$ cat src/hdl/vknd_pkg.sv
// Shared types and constants of the keyframe NAL detector.
package vknd_pkg;

  localparam int ByteW = 8;
  localparam int LenW  = 21;
  localparam int ModeW = 3;

  localparam logic [ModeW-1:0] CODEC_H264  = 3'd0;
  localparam logic [ModeW-1:0] CODEC_H265  = 3'd1;
  localparam logic [ModeW-1:0] CODEC_VP8   = 3'd2;
  localparam logic [ModeW-1:0] CODEC_OTHER = 3'd3;
  localparam logic [ModeW-1:0] CODEC_AUDIO = 3'd4;

  localparam logic [4:0] H264_IDR_TYPE     = 5'd5;
  localparam logic [5:0] H265_IRAP_FIRST   = 6'd16;
  localparam logic [5:0] H265_IRAP_LAST    = 6'd21;
  localparam logic [LenW-1:0] POS_MAX      = {LenW{1'b1}};

  typedef struct packed {
    logic [ByteW-1:0] data_byte;
    logic [LenW-1:0]  buffer_length;
    logic             delta_flag;
    logic             last_byte;
  } item_t;

endpackage

$ cat src/hdl/vknd_if.sv
// Handshake channels of the keyframe NAL detector: byte input and verdict output.
interface vknd_in_if;
  logic                          valid;
  logic                          ready;
  logic [vknd_pkg::ByteW-1:0]    data_byte;
  logic [vknd_pkg::LenW-1:0]     buffer_length;
  logic                          delta_flag;
  logic                          last_byte;

  modport source(output valid, data_byte, buffer_length, delta_flag, last_byte,
                 input ready);
  modport sink(input valid, data_byte, buffer_length, delta_flag, last_byte,
               output ready);
endinterface

interface vknd_out_if;
  logic valid;
  logic ready;
  logic key_frame;

  modport source(output valid, key_frame, input ready);
  modport sink(input valid, key_frame, output ready);
endinterface

$ cat src/hdl/vknd_in_reg.sv
// Input register of the keyframe NAL detector.
module vknd_in_reg (
  input  logic            clk,
  input  logic            rst,
  vknd_in_if.sink         src,
  input  logic            advance,
  output logic            item_valid,
  output vknd_pkg::item_t item
);

  logic valid_q;

  assign src.ready  = !valid_q || advance;
  assign item_valid = valid_q;

  always_ff @(posedge clk) begin
    if (rst) begin
      valid_q <= 1'b0;
    end else if (src.ready) begin
      valid_q <= src.valid;
    end
  end

  always_ff @(posedge clk) begin
    if (src.valid && src.ready) begin
      item.data_byte     <= src.data_byte;
      item.buffer_length <= src.buffer_length;
      item.delta_flag    <= src.delta_flag;
      item.last_byte     <= src.last_byte;
    end
  end

endmodule

$ cat src/hdl/vknd_scan.sv
// Per-buffer scan state: start-code search, length-prefix walk and keyframe verdict.
module vknd_scan #(
  parameter int MAX_BUFFER_BYTES = 1048576
) (
  input  logic                       clk,
  input  logic                       rst,
  input  logic                       advance,
  input  vknd_pkg::item_t            item,
  input  logic [vknd_pkg::ModeW-1:0] codec_mode,
  output logic                       key
);

  localparam int LW = vknd_pkg::LenW;
  localparam logic [24:0] MaxBytes = 25'(MAX_BUFFER_BYTES);

  logic [LW-1:0] byte_position, byte_position_next;
  logic [31:0]   recent_bytes, recent_bytes_next;
  logic [LW-1:0] next_prefix_position, next_prefix_position_next;
  logic          header_pending, header_pending_next;
  logic          prefix_scan_stopped, prefix_scan_stopped_next;
  logic          key_found, key_found_next;

  logic [24:0]   size_wide;
  logic [LW-1:0] size;
  logic          nal_codec;
  logic          in_window;
  logic          start3;
  logic          start4;
  logic          header;
  logic          random_access;
  logic [5:0]    h265_type;
  logic          prefix_end;
  logic [31:0]   nal_len;
  logic          prefix_fits;
  logic          nal_fits;

  always_comb begin
    size_wide = ({4'b0, item.buffer_length} > MaxBytes) ? MaxBytes
                                                        : {4'b0, item.buffer_length};
    size      = size_wide[LW-1:0];
    nal_codec = (codec_mode == vknd_pkg::CODEC_H264) || (codec_mode == vknd_pkg::CODEC_H265);
    in_window = byte_position < size;

    start3 = (byte_position >= LW'(3)) && (recent_bytes[23:0] == 24'h000001) &&
             (({1'b0, byte_position} + (LW+1)'(1)) < {1'b0, size});
    start4 = (byte_position >= LW'(4)) && (recent_bytes == 32'h00000001);
    header = start3 || start4 || header_pending;

    h265_type = item.data_byte[6:1];
    case (codec_mode)
      vknd_pkg::CODEC_H264: random_access = item.data_byte[4:0] == vknd_pkg::H264_IDR_TYPE;
      vknd_pkg::CODEC_H265: random_access = (h265_type >= vknd_pkg::H265_IRAP_FIRST) &&
                                            (h265_type <= vknd_pkg::H265_IRAP_LAST);
      default:              random_access = 1'b0;
    endcase

    // The prefix ends on its fourth byte; its value is the three older bytes plus this one.
    prefix_end  = !prefix_scan_stopped &&
                  ({1'b0, byte_position} == ({1'b0, next_prefix_position} + (LW+1)'(3)));
    nal_len     = {recent_bytes[23:0], item.data_byte};
    prefix_fits = ({1'b0, next_prefix_position} + (LW+1)'(5)) <= {1'b0, size};
    nal_fits    = (nal_len != 32'd0) &&
                  (({12'b0, next_prefix_position} + 33'd4 + {1'b0, nal_len}) <=
                   {12'b0, size});

    byte_position_next        = byte_position;
    recent_bytes_next         = {recent_bytes[23:0], item.data_byte};
    next_prefix_position_next = next_prefix_position;
    header_pending_next       = header_pending;
    prefix_scan_stopped_next  = prefix_scan_stopped;
    key_found_next            = key_found;

    if (byte_position != vknd_pkg::POS_MAX) begin
      byte_position_next = byte_position + LW'(1);
    end

    if (nal_codec && in_window) begin
      if (header && random_access) begin
        key_found_next = 1'b1;
      end
      if (header_pending) begin
        header_pending_next = 1'b0;
      end
      if (prefix_end) begin
        if (!prefix_fits || !nal_fits) begin
          prefix_scan_stopped_next = 1'b1;
        end else begin
          // The byte straight after the prefix is the NAL header.
          header_pending_next       = 1'b1;
          next_prefix_position_next = byte_position + LW'(1) + nal_len[LW-1:0];
        end
      end
    end

    if ((byte_position == '0) && (codec_mode == vknd_pkg::CODEC_VP8)) begin
      key_found_next = !item.data_byte[0];
    end

    case (codec_mode)
      vknd_pkg::CODEC_H264,
      vknd_pkg::CODEC_H265,
      vknd_pkg::CODEC_VP8:   key = key_found_next;
      vknd_pkg::CODEC_AUDIO: key = 1'b1;
      default:               key = !item.delta_flag;
    endcase

    if (item.last_byte) begin
      byte_position_next        = '0;
      recent_bytes_next         = '0;
      next_prefix_position_next = '0;
      header_pending_next       = 1'b0;
      prefix_scan_stopped_next  = 1'b0;
      key_found_next            = 1'b0;
    end
  end

  always_ff @(posedge clk) begin
    if (rst) begin
      byte_position        <= '0;
      recent_bytes         <= '0;
      next_prefix_position <= '0;
      header_pending       <= 1'b0;
      prefix_scan_stopped  <= 1'b0;
      key_found            <= 1'b0;
    end else if (advance) begin
      byte_position        <= byte_position_next;
      recent_bytes         <= recent_bytes_next;
      next_prefix_position <= next_prefix_position_next;
      header_pending       <= header_pending_next;
      prefix_scan_stopped  <= prefix_scan_stopped_next;
      key_found            <= key_found_next;
    end
  end

endmodule

$ cat src/hdl/video_keyframe_nal_detector.sv
// Top level of the keyframe NAL detector: input register, scan logic and verdict register.
//
// The bytes channel carries one byte of a compressed buffer per transfer, together
// with the buffer's length, its delta flag and a mark on its final byte. The verdict
// channel carries one key_frame bit per buffer, produced by the final byte.
// codec_mode is written through cfg_write/cfg_data; the user must do so only while no
// buffer is in flight, as the block itself does not enforce this. Each transferred
// byte is evaluated by the scan logic from the input register; the verdict of a buffer
// is registered when its final byte is evaluated. One byte per cycle is taken in steady
// state unless a final byte waits for a pending verdict; the scan state updates per byte.
// While a verdict waits for the receiver, ordinary bytes keep flowing; only the next
// buffer's final byte is held in the input register until the verdict is taken.
// Reset clears the channel state, the scan state and sets codec_mode to H.264.
module video_keyframe_nal_detector #(
  parameter int MAX_BUFFER_BYTES = 1048576
) (
  input  logic                       clk,
  input  logic                       rst,
  input  logic                       cfg_write,
  input  logic [vknd_pkg::ModeW-1:0] cfg_data,
  vknd_in_if.sink                    bytes,
  vknd_out_if.source                 verdict
);

  logic                       item_valid;
  vknd_pkg::item_t            item;
  logic                       advance;
  logic                       key;
  logic [vknd_pkg::ModeW-1:0] codec_mode;
  logic                       out_valid;
  logic                       out_key;

  assign advance = item_valid && (!item.last_byte || !out_valid || verdict.ready);

  vknd_in_reg u_in_reg (
    .clk        (clk),
    .rst        (rst),
    .src        (bytes),
    .advance    (advance),
    .item_valid (item_valid),
    .item       (item)
  );

  vknd_scan #(
    .MAX_BUFFER_BYTES (MAX_BUFFER_BYTES)
  ) u_scan (
    .clk        (clk),
    .rst        (rst),
    .advance    (advance),
    .item       (item),
    .codec_mode (codec_mode),
    .key        (key)
  );

  always_ff @(posedge clk) begin
    if (rst) begin
      codec_mode <= vknd_pkg::CODEC_H264;
    end else if (cfg_write) begin
      codec_mode <= cfg_data;
    end
  end

  always_ff @(posedge clk) begin
    if (rst) begin
      out_valid <= 1'b0;
    end else if (advance && item.last_byte) begin
      out_valid <= 1'b1;
    end else if (verdict.ready) begin
      out_valid <= 1'b0;
    end
  end

  always_ff @(posedge clk) begin
    if (advance && item.last_byte) begin
      out_key <= key;
    end
  end

  assign verdict.valid     = out_valid;
  assign verdict.key_frame = out_key;

`ifndef SYNTH
  a_last_gives_verdict: assert property (@(posedge clk) disable iff (rst)
    advance && item.last_byte |=> out_valid)
    else $error("final byte evaluated without a verdict");

  a_no_overwrite: assert property (@(posedge clk) disable iff (rst)
    out_valid && !verdict.ready |-> !(advance && item.last_byte))
    else $error("pending verdict overwritten");

  a_audio_key: assert property (@(posedge clk) disable iff (rst)
    advance && item.last_byte && (codec_mode == vknd_pkg::CODEC_AUDIO) |=> out_key)
    else $error("audio buffer not marked as keyframe");
`endif

endmodule

$ cat src/flat_wrapper.sv
// flat-port wrapper written by rule: the top's interface ports become plain ports
module video_keyframe_nal_detector_flat 
#(
  parameter int MAX_BUFFER_BYTES = 1048576
)
  (clk, rst, cfg_write, cfg_data, bytes_valid, bytes_data_byte, bytes_buffer_length, bytes_delta_flag, bytes_last_byte, bytes_ready, verdict_valid, verdict_key_frame, verdict_ready);
  vknd_in_if bytes_i ();
  vknd_out_if verdict_i ();
  input  logic clk;
  input  logic rst;
  input  logic cfg_write;
  input  logic [vknd_pkg::ModeW-1:0] cfg_data;
  input wire logic [$bits(bytes_i.valid)-1:0] bytes_valid;
  input wire logic [$bits(bytes_i.data_byte)-1:0] bytes_data_byte;
  input wire logic [$bits(bytes_i.buffer_length)-1:0] bytes_buffer_length;
  input wire logic [$bits(bytes_i.delta_flag)-1:0] bytes_delta_flag;
  input wire logic [$bits(bytes_i.last_byte)-1:0] bytes_last_byte;
  output wire logic [$bits(bytes_i.ready)-1:0] bytes_ready;
  output wire logic [$bits(verdict_i.valid)-1:0] verdict_valid;
  output wire logic [$bits(verdict_i.key_frame)-1:0] verdict_key_frame;
  input wire logic [$bits(verdict_i.ready)-1:0] verdict_ready;
  assign bytes_i.valid = bytes_valid;
  assign bytes_i.data_byte = bytes_data_byte;
  assign bytes_i.buffer_length = bytes_buffer_length;
  assign bytes_i.delta_flag = bytes_delta_flag;
  assign bytes_i.last_byte = bytes_last_byte;
  assign bytes_ready = bytes_i.ready;
  assign verdict_valid = verdict_i.valid;
  assign verdict_key_frame = verdict_i.key_frame;
  assign verdict_i.ready = verdict_ready;
  video_keyframe_nal_detector #(.MAX_BUFFER_BYTES(MAX_BUFFER_BYTES)) u_core (.clk(clk), .rst(rst), .cfg_write(cfg_write), .cfg_data(cfg_data), .bytes(bytes_i), .verdict(verdict_i));
endmodule
$ cat config.mk
export PLATFORM = sky130hd
export DESIGN_NAME = video_keyframe_nal_detector_flat
export DESIGN_NICKNAME = d
export VERILOG_FILES = /design/src/hdl/vknd_pkg.sv /design/src/hdl/vknd_if.sv /design/src/hdl/vknd_in_reg.sv /design/src/hdl/vknd_scan.sv /design/src/hdl/video_keyframe_nal_detector.sv /design/src/flat_wrapper.sv
export SDC_FILE = /design/constraint.sdc
export NUM_CORES = 1
export LEC_CHECK = 0
export BUFFER_PORTS_ARGS = -buffer_cell sky130_fd_sc_hd__buf_2
export CORE_MARGIN = 3
export CORE_UTILIZATION = 45
export CTS_CLUSTER_DIAMETER = 100
export CTS_CLUSTER_SIZE = 10
export DETAILED_ROUTE_END_ITERATION = 10
export PLACE_DENSITY_LB_ADDON = 0.1
export RECOVER_POWER = 100
export SLEW_MARGIN = 20
export SYNTH_ARGS = -nofsm -noshare
export SYNTH_HDL_FRONTEND = slang
export SYNTH_HIERARCHICAL = 1
export SYNTH_SLANG_ARGS = --single-unit
$ cat constraint.sdc
create_clock -name clk -period 6.99 [get_ports clk]
set_input_delay 1.398 -clock clk [delete_from_list [all_inputs] [get_ports clk]]
set_output_delay 1.398 -clock clk [all_outputs]
set_load 0.01 [all_outputs]
# --- Word level (Yosys, flattened, before mapping) ---
# Cells that the tools add are included.
classes:
  n_addsub: 7
  n_lt_le_gt_ge: 9
  n_eq_ne: 9
  muxes: 24
  n_reduce_logical: 40
op_table:
  columns: ["cell", "n"]
  rows:
  - ["2-to-1 mux 21 bit", 7]
  - ["adder 21 x 3 -> 22 bit (second input constant)", 2]
  - ["adder 22 x 32 -> 33 bit", 1]
  - ["less-or-equal comparator 33 x 21 -> 1 bit", 1]
  - ["equality test 32 x 1 -> 1 bit (second input constant)", 1]
  - ["2-to-1 mux 32 bit", 1]
  - ["nonzero test 32 bit", 1]
  - ["equality test 24 x 1 -> 1 bit (second input constant)", 1]
  - ["adder 21 x 1 -> 22 bit (second input constant)", 1]
  - ["adder 21 x 2 -> 22 bit (second input constant)", 1]
  - ["equality test 21 x 22 -> 1 bit", 1]
  - ["less-or-equal comparator 22 x 21 -> 1 bit", 1]
  - ["less-than comparator 22 x 21 -> 1 bit", 1]
  - ["adder 21 x 1 -> 21 bit (second input constant)", 1]
  - ["adder 21 bit", 1]
  - [">= comparator 21 x 2 -> 1 bit (second input constant)", 1]
  - [">= comparator 21 x 3 -> 1 bit (second input constant)", 1]
  - ["greater-than comparator 21 bit (second input constant)", 1]
  - ["zero test 21 bit", 1]
  - ["less-than comparator 21 bit", 1]
  - ["inequality test 21 bit (second input constant)", 1]
  - ["2-to-1 mux 1 bit", 14]
  - ["logical AND 1 bit", 12]
  - ["nonzero test 2 bit", 5]
  - ["other kinds (14)", 30]
totals:
  reg_bits: 114
  inputBits: 39
  out_inout_bits: 3
  word_cells: 103

# --- Depth between registers and ports, before layout ---
# Gate-level depths: netlist (run 1).
depth:
  depth_word: 11
  ltp_mapped: 23
  mapped_depth_nobuf: 21

# --- Modules after synthesis ---
# The synthesis (run 1) kept the hierarchy.
by_module_without_submodules:
  columns: ["mod", "n_inst", "cells_each", "area_per_inst_um2", "seq_area_each_um2"]
  rows:
  - ["vknd_scan", 1, 1210, 9111.2, 1541.5]
  - ["vknd_in_reg", 1, 36, 985.9, 950.9]
  - ["video_keyframe_nal_detector", 1, 17, 183.9, 110.1]

# --- Least setup slack after synthesis (run 1) ---
# OpenSTA, ideal clock, no wires.
synth_timing:
  kind: "register to register"
  start: "reg, netlist name u_core/u_in_reg/item[24]"
  end: "reg u_core.u_scan.next_prefix_position[1]"
  setup_ns: 0.117
  t_arrival_ns: 4.771
  path_slack_ns: 2.102
  path_stages_with_launch: 22
  path_buffers: 1
  period_less_slack_ns: 4.888
  cell_sequence: "edfxtp_1 -> ha_1 -> ha_1 -> fa_1 -> a211oi_1 -> o21ai_2 -> a41oi_1 -> o21ai_1 -> a21o_1 -> a21oi_1 -> xnor2_1 -> ha_1 -> a21oi_1 -> o21ai_0 -> a2111oi_0 -> o21ai_0 -> a21o_1 -> a2111oi_0 -> nand4_1 -> o21a_4 -> buf_6 -> a22o_1"
synth_via:
  elab_chain_cells: 7
  elab_cells_between_ends: 13
synth_lines:
  columns: ["item", "line", "text"]
  rows:
  - ["adder 22 x 32 -> 33 bit", "vknd_scan.sv:63", "(({12'b0, next_prefix_position} + 33'd4 + {1'b0, nal_len}) <="]
  - ["less-or-equal comparator 33 x 21 -> 1 bit", "vknd_scan.sv:63", null]
  - ["logical AND 1 bit", "vknd_scan.sv:62", "nal_fits = (nal_len != 32'd0) &&"]
  - ["zero test 1 bit", "vknd_scan.sv:85", "if (!prefix_fits || !nal_fits) begin"]
  - ["logical OR 1 bit", "vknd_scan.sv:85", null]
  - ["inequality test 2 x 1 -> 1 bit (no source line)", null, null]
  - ["AND reduction 4 bit (no source line)", null, null]
  - ["to (signal assigned)", "vknd_scan.sv:128", "next_prefix_position <= next_prefix_position_next;"]
  - ["to (decl)", "vknd_scan.sv:18", "logic [LW-1:0] next_prefix_position, next_prefix_position_next;"]
# Several ways; a longest one is shown, not always the timed one. The select of a mux whose other input is x is not followed.
# A chain may end at the register's enable or synchronous reset.

# --- Worst setup path after layout (run 1) ---
layout_timing:
  start: "reg, netlist name u_core/u_in_reg/item[24]"
  end: "reg u_core.u_scan.next_prefix_position[9]"
layout_via:
  elab_chain_cells: 7
  elab_cells_between_ends: 13
layout_lines:
  columns: ["item", "line"]
  rows:
  - ["adder 22 x 32 -> 33 bit", "vknd_scan.sv:63"]
  - ["less-or-equal comparator 33 x 21 -> 1 bit", "vknd_scan.sv:63"]
  - ["logical AND 1 bit", "vknd_scan.sv:62"]
  - ["zero test 1 bit", "vknd_scan.sv:85"]
  - ["logical OR 1 bit", "vknd_scan.sv:85"]
  - ["inequality test 2 x 1 -> 1 bit (no source line)", null]
  - ["AND reduction 4 bit (no source line)", null]
# Several ways; a longest one is shown, not always the timed one. The select of a mux whose other input is x is not followed.

==> results of run 1 <==
==> routing by layer <==
layer / part of all wire [%] / global-route usage [%]
met5: 0 / 0
met4: 3.5 / 10.2
met3: 6.4 / 4.62
met2: 45 / 43.9
met1: 45 / 37.7
==> synthesized netlist by cell type, types with 3 or more instances <==
| library cell | number | area [um2] |
|---|---|---|
| a211o_1 | 3 | 26.3 |
| a22oi_1 | 9 | 67.6 |
| a21oi_1 | 128 | 641 |
| buf_1 | 5 | 18.8 |
| o21ai_0 | 49 | 245 |
| o21bai_1 | 6 | 45.0 |
| o21ai_1 | 5 | 25.0 |
| nand2_1 | 128 | 480 |
| a21boi_0 | 5 | 37.5 |
| o211ai_1 | 6 | 45.0 |
| buf_4 | 6 | 45.0 |
| nand4_1 | 30 | 188 |
| and3_1 | 9 | 56.3 |
| a2111oi_0 | 3 | 26.3 |
| nor2_1 | 138 | 518 |
| o31ai_1 | 5 | 37.5 |
| buf_2 | 8 | 40.0 |
| nor4_1 | 28 | 175 |
| a31oi_1 | 7 | 43.8 |
| mux2i_1 | 5 | 50.1 |
| xnor2_1 | 69 | 604 |
| a21o_1 | 19 | 143 |
| or3_1 | 13 | 81.3 |
| inv_1 | 34 | 128 |
| nor3_1 | 28 | 140 |
| a22o_1 | 21 | 184 |
| and2_1 | 5 | 31.3 |
| clkbuf_1 | 35 | 131 |
| xor2_1 | 37 | 324 |
| nand3b_1 | 8 | 60.1 |
| a211oi_1 | 15 | 113 |
| dfxtp_1 | 82 | 1640 |
| edfxtp_1 | 32 | 961 |
| or2_2 | 3 | 18.8 |
| nand3_1 | 35 | 175 |
| nor2b_1 | 12 | 75.1 |
| ha_1 | 148 | 1850 |
| o2111ai_1 | 3 | 26.3 |
| nand2b_1 | 10 | 62.6 |
| and4_1 | 4 | 35.0 |
| o21a_1 | 7 | 52.6 |
| or4_1 | 3 | 22.5 |
| buf_6 | 9 | 101 |
==> flip-flops by register name (all words and copies together), names as in the netlist <==
register / count
u_core/codec_mode: 3
u_core/u_in_reg/item: 31
u_core/u_in_reg/item_valid: 1
u_core/u_scan/byte_position: 21
u_core/u_scan/header_pending: 1
u_core/u_scan/key_found: 1
u_core/u_scan/next_prefix_position: 21
u_core/u_scan/prefix_scan_stopped: 1
u_core/u_scan/recent_bytes: 32
u_core/verdict.key_frame: 1
u_core/verdict.valid: 1
==> worst max-delay path, cell delays in order (launching register included) <==
cell	delay [ns]
edfxtp_1	0.49
ha_1	0.34
ha_1	0.25
fa_1	0.43
a211oi_1	0.32
o21ai_2	0.17
a41oi_1	0.33
o21ai_1	0.24
a21o_1	0.23
a21oi_1	0.18
xnor2_1	0.10
ha_1	0.20
a21oi_1	0.12
o21ai_0	0.14
a2111oi_0	0.37
o21ai_0	0.17
a21o_1	0.20
a2111oi_0	0.37
nand4_1	0.32
nor4_4	0.22
clkbuf_2	0.45
a22o_1	0.20
==> report_power, final <==
| group | internal, mW | switching [mW] |
|---|---|---|
| registers | 0.699 | 0.0214 |
| logic | 0.0719 | 0.137 |
| clock network | 0.493 | 0.382 |
==> final timing paths <==
path              slack, ns                                    end                     start
setup reg to reg       1.09  u_core/u_scan/next_prefix_position[9]  u_core/u_in_reg/item[24]
hold / removal         0.48                   u_core/verdict.valid      u_core/verdict.valid
setup / recovery       1.09  u_core/u_scan/next_prefix_position[9]  u_core/u_in_reg/item[24]
hold reg to reg        0.48                   u_core/verdict.valid      u_core/verdict.valid
==> cells by family (layout without fill, tap and decap cells) <==
kind of cell               Yosys count  after routing
muxes                                6              6
and+or+nand+nor                    473            473
xor gates and xnor gates           106            106
buffers and inverters              100            113
DFF                                114            114
AOI/OAI and AO/OA                  314            314
adders and majority gates          150            150
==> final cells by class <==
| cell class | count | area share [%] |
|---|---|---|
| Multi-Input combinational cell | 1049 | 64.9 |
| Timing Repair Buffer | 46 | 2.07 |
| Tap cell | 280 | 3.16 |
| Sequential cell | 114 | 23.5 |
| Inverter | 35 | 1.19 |
| Clock inverter | 14 | 1.19 |
| Clock buffer | 18 | 4.06 |
==> through the flow <==
step	cells	util (%)	power (mW)
floorplan	1263	-	0.864
global placement	1524	47.5	0.939
detailed placement	1524	47.5	0.940
CTS	1556	50.2	1.82
global route	1556	50.0	1.88
finish	1556	50.0	1.80
==> cells in the final DEF, fill, tap and decap left out, types with 6 or more instances in the layout <==
master and n:
or3_1 13, o21bai_1 6, nor3_1 28, xor2_1 37
inv_1 34, nor4_1 28, nand2b_1 11, dfxtp_1 82
inv_6 6, buf_2 38, nand4_1 30, a21o_1 19
a21oi_1 128, nor2b_1 12, a31oi_1 7, a22oi_1 9
o211ai_1 6, a211oi_1 15, a22o_1 21, nand3_1 35
nand3b_1 8, ha_1 148, xnor2_1 69, o21a_1 7
nor2_1 138, o21ai_0 49, edfxtp_1 32, and3_1 9
clkbuf_16 18, nand2_1 128
==> flow_summary.toml, run 1 <==
[synth]
syn_inst = 1263
synth-xor-area-share_pct = 9.03
synth_top_family_by_area = "simple AND/OR/NAND/NOR gates"
synthFlopType = "dfxtp_1"
ys_seq_area_share_pct = 25.3
async_flop_share_pct = 0
synth.avg_cell_area_um2 = 8.14
syn-num-nets = 1452
synthAdderAreaFrac_pct = 18.4
yosysUniqueCellTypes = 81
synthSimpleGateAreaFrac_pct = 22.6
synth_compound_area_share_pct = 19.4
yosys_warnings = 6
synth-edff-count = 32
ys_ff_latch = 114
muxShareOfSynthArea_pct = 0.596
netlist_area_um2 = 10300

[clock_tree]
cts_sinks = 114
clock_path_buffers = 2
cts_tree = "done"
cts_root_buf = "clkbuf_16"
cts-htree-levels = 4
cts_hold_buf = 0
cts.clk_slew.worst_paths_ns = 0.06
cts_setup_buffers = 0
cts_resized = 0
numCtsBuffers = 17
clock_latency_ns = 0.43

[floorplan]
die-area_um2 = 24700
io_pins = 42
fp-row-count = 54
start_util_pct = 46.4
die_h_um = 157
core_area_um2 = 22200
die_x_um = 157

[timing]
setup_viol = 0
min_period_over_period_pct = 84.4
hold_viol = 0
clock.fmax_mhz = 170
drv_slew = 115
final.min_clock_period_ns = 5.90
rsz0062_at_grt = "no"
tns_ns = 0
worst_slack_ns = 1.09
max_slew_margin_pct = -110
worst_hold_slack_ns = 0.480
tightest_slew_ns = 3.15
skew_ns = 0.0103

[routing]
num_vias = 9470
wl_mm = 33.6
drc_errors = 0
drtIter0Drc = 905
routedWlPerCell_um = 21.6
drtPass1Iterations = 6
route.antenna.remaining_nets = 0
via_per_inst = 6.09

[setup_path]
r2r_cells = 21
arrival_ns = 6.27
worstSetupPathType = "reg2reg"
startpoint_type = "flip-flop"
crit_required_ns = 7.36
cp-end-kind = "flip-flop"
worstPathMaxFanout = 21

[global_routing]
grt_pass1_wl_mm = 52.1
grt_max_degree = 62
gr-total-overflow = 0
grt_pass1_vias = 8983
grt_usage_pct = 27.6
antenna_found_initial = 0

[finish]
drive_gt1_share_pct = 7.37
synthToLayoutAreaGrowth_pct = 7.82
layout.nets = 1452
multiInputGateArea_um2 = 7190
n_fill_cell = 2184
finalInstanceArea_um2 = 11100
antenna_cells = 0
regArea_um2 = 2600

[placed_design]
place_ws_ns = 1.36
dp_hpwl_mm = 26.0
gp_congestion = 0.966
port_buffers = 41
dpl-instance-area_um2 = 10500

[pwr]
vdd_ir_drop_max_mv = 0.112
powerDensity_nw_per_um2 = 163
leakage_nw = 4.72

[min_path]
hold_depth = 2
hp-class = "reg2reg"

[run_status]
status = "finished, violations left"
failed_checks = "max-capacitance violations, max-slew violations"

[run]
max_cap_viol_count = 3
Note: power is estimated with default switching activity, not from simulation.
==> inputs of run 2 (changes only) <==
clock period = 5.4 ns   (was 6.99 ns; I/O delays follow)
==> flow_summary.toml, run 2 (synthesis gave the netlist of run 1 again) <==
[pwr]
power.switching_uw = 659
powerDensity_nw_per_um2 = 204
total_power_mw = 2.36
vdd_ir_drop_max_mv = 0.161
switching_share_pct = 27.9
comb_power_share_pct = 12.9
leakage_nw = 5.01
p_seq_share_pct = 39.1
clkPwrFrac_pct = 48.0
p_int_mw = 1.70

[setup_path]
crit_required_ns = 5.71
startpoint_type = "flip-flop"
arrival_ns = 5.48
r2r_slack_ns = 0.23
cp-end-kind = "flip-flop"
worstSetupPathType = "reg2reg"
worstPathMaxFanout = 21

[placed_design]
dp.cells = 1579
port_buffers = 41
place_ws_ns = -0.146
dpl-instance-area_um2 = 11000
gp_congestion = 0.971
dp_hpwl_mm = 27.4

[routing]
wl_mm = 34.6
route.met3.wl_mm = 2.80
drc_errors = 0
route.antenna.remaining_nets = 0
wl_met2_mm = 15.3
drtPass1Iterations = 6
wirelength_met1_mm = 15.4
via_per_inst = 6.05
dr.max_layer_used = "met4"
routedWlPerCell_um = 21.5
num_vias = 9746
drtIter0Drc = 768

[timing]
max_slew_margin_pct = -64.3
final.min_clock_period_ns = 5.17
setup_viol = 0
tightest_slew_ns = 2.46
hold_viol = 0
drv_slew = 125
min_period_over_period_pct = 95.7
worst_hold_slack_ns = 0.485
clock.fmax_mhz = 194
worst_slack_ns = 0.234
skew_ns = 0.0185
tns_ns = 0

[clock_tree]
cts_sinks = 114
clock_latency_ns = 0.43
cts_root_buf = "clkbuf_16"
cts_hold_buf = 0
numCtsBuffers = 17
cts.clk_slew.worst_paths_ns = 0.06
clock_path_buffers = 2
cts-htree-levels = 4
cts_tree = "done"

[floorplan]
die_h_um = 157
core_area_um2 = 22200
die_x_um = 157
fp-row-count = 54
io_pins = 42
start_util_pct = 46.4
die-area_um2 = 24700

[global_routing]
antenna_found_initial = 0
grt_pass1_wl_mm = 52.6
gr-total-overflow = 0
grt_max_degree = 52
grt_pass1_vias = 8849
grt_usage_pct = 28.2

[run]
max_cap_viol_count = 3

[finish]
layout.nets = 1508
drive_gt1_share_pct = 11.3
finalInstanceArea_um2 = 11500
largest-register = "u_core/u_scan/recent_bytes"
reg.largest.list = "u_core/u_scan/recent_bytes (32), u_core/u_in_reg/item (31)"
fin_cells = 1612
largest_register_ffs = 32
synthToLayoutAreaGrowth_pct = 12.2
regArea_um2 = 2600
multiInputGateArea_um2 = 7220
layout_common_cells = "147 x ha_1, 138 x nor2_1, 128 x nand2_1"
fin_util_pct = 52.1
n_fill_cell = 2191
antenna_cells = 0
final_common_cell = "ha_1"

[min_path]
hp-class = "reg2reg"

[run_status]
failed_checks = "max-capacitance violations, max-slew violations"
status = "finished, violations left"
[run 2: cell count changes in the layout (fill, tap and decap cells not counted), moves of 3 or more]
cell	previous run	this run
inv_6	6	1
buf_4	2	56
clkinv_1	1	4
o21ai_0	49	46
clkinv_4	0	3
inv_8	5	0
clkbuf_1	5	8
[run 2: final timing paths]
kind,depth (start not counted),to,startpoint
hold reg to reg,2,u_core/verdict.valid,u_core/verdict.valid
setup reg to reg,19,u_core/u_scan/next_prefix_position[19],u_core/u_in_reg/item[26]
hold / removal,2,u_core/verdict.valid,u_core/verdict.valid
setup / recovery,19,u_core/u_scan/next_prefix_position[19],u_core/u_in_reg/item[26]
[run 2: metal layers]
| metal | global-route usage, % | vias to the layer above |
|---|---|---|
| met5 | 0 | - |
| met2 | 43.7 | 360 |
| met1 | 38.3 | 4583 |
| li1 | - | 4738 |
| met4 | 9.83 | 0 |
| met3 | 7.09 | 65 |
[run 2: cell type report]
class	instances	share of cell area, %
inverters	35	1.14
multi-input cells	1049	62.6
flip-flops and latches	114	22.6
clock inverters	14	1.20
repair buffers	102	5.68
clock buffers	18	3.81
well taps	280	3.04
[run 2: repair_timing]
action	in CTS	in global routing
pin swaps	1	3
endpoints found under the hold margin	0	0
gates resized for setup	2	10
endpoints found under the setup margin	22	23
buffers inserted	1	0
[run 2: power groups by stage]
stage                     Clock, mW  Combinational, mW  Sequential [mW]
after floorplan                   0              0.182            0.937
after global placement            0              0.297            0.939
after detailed placement          0              0.297            0.939
after CTS                      1.15              0.300            0.921
after global routing           1.19              0.335            0.923
final                          1.13              0.304            0.921
[run 2: critical path, cell delays in order, from the launching register on]
cell and delay, ns:
edfxtp_1 0.40, ha_1 0.32, ha_2 0.38, o21ai_0 0.12
o21ai_1 0.27, a21oi_2 0.15, or4b_2 0.72, nand2_1 0.13
xnor2_1 0.14, ha_1 0.28, a21oi_1 0.13, o21ai_1 0.12
a2111oi_2 0.33, o21ai_0 0.16, a21o_1 0.20, a2111oi_2 0.35
nand4_1 0.14, buf_4 0.18, o21a_4 0.29, a22o_1 0.26
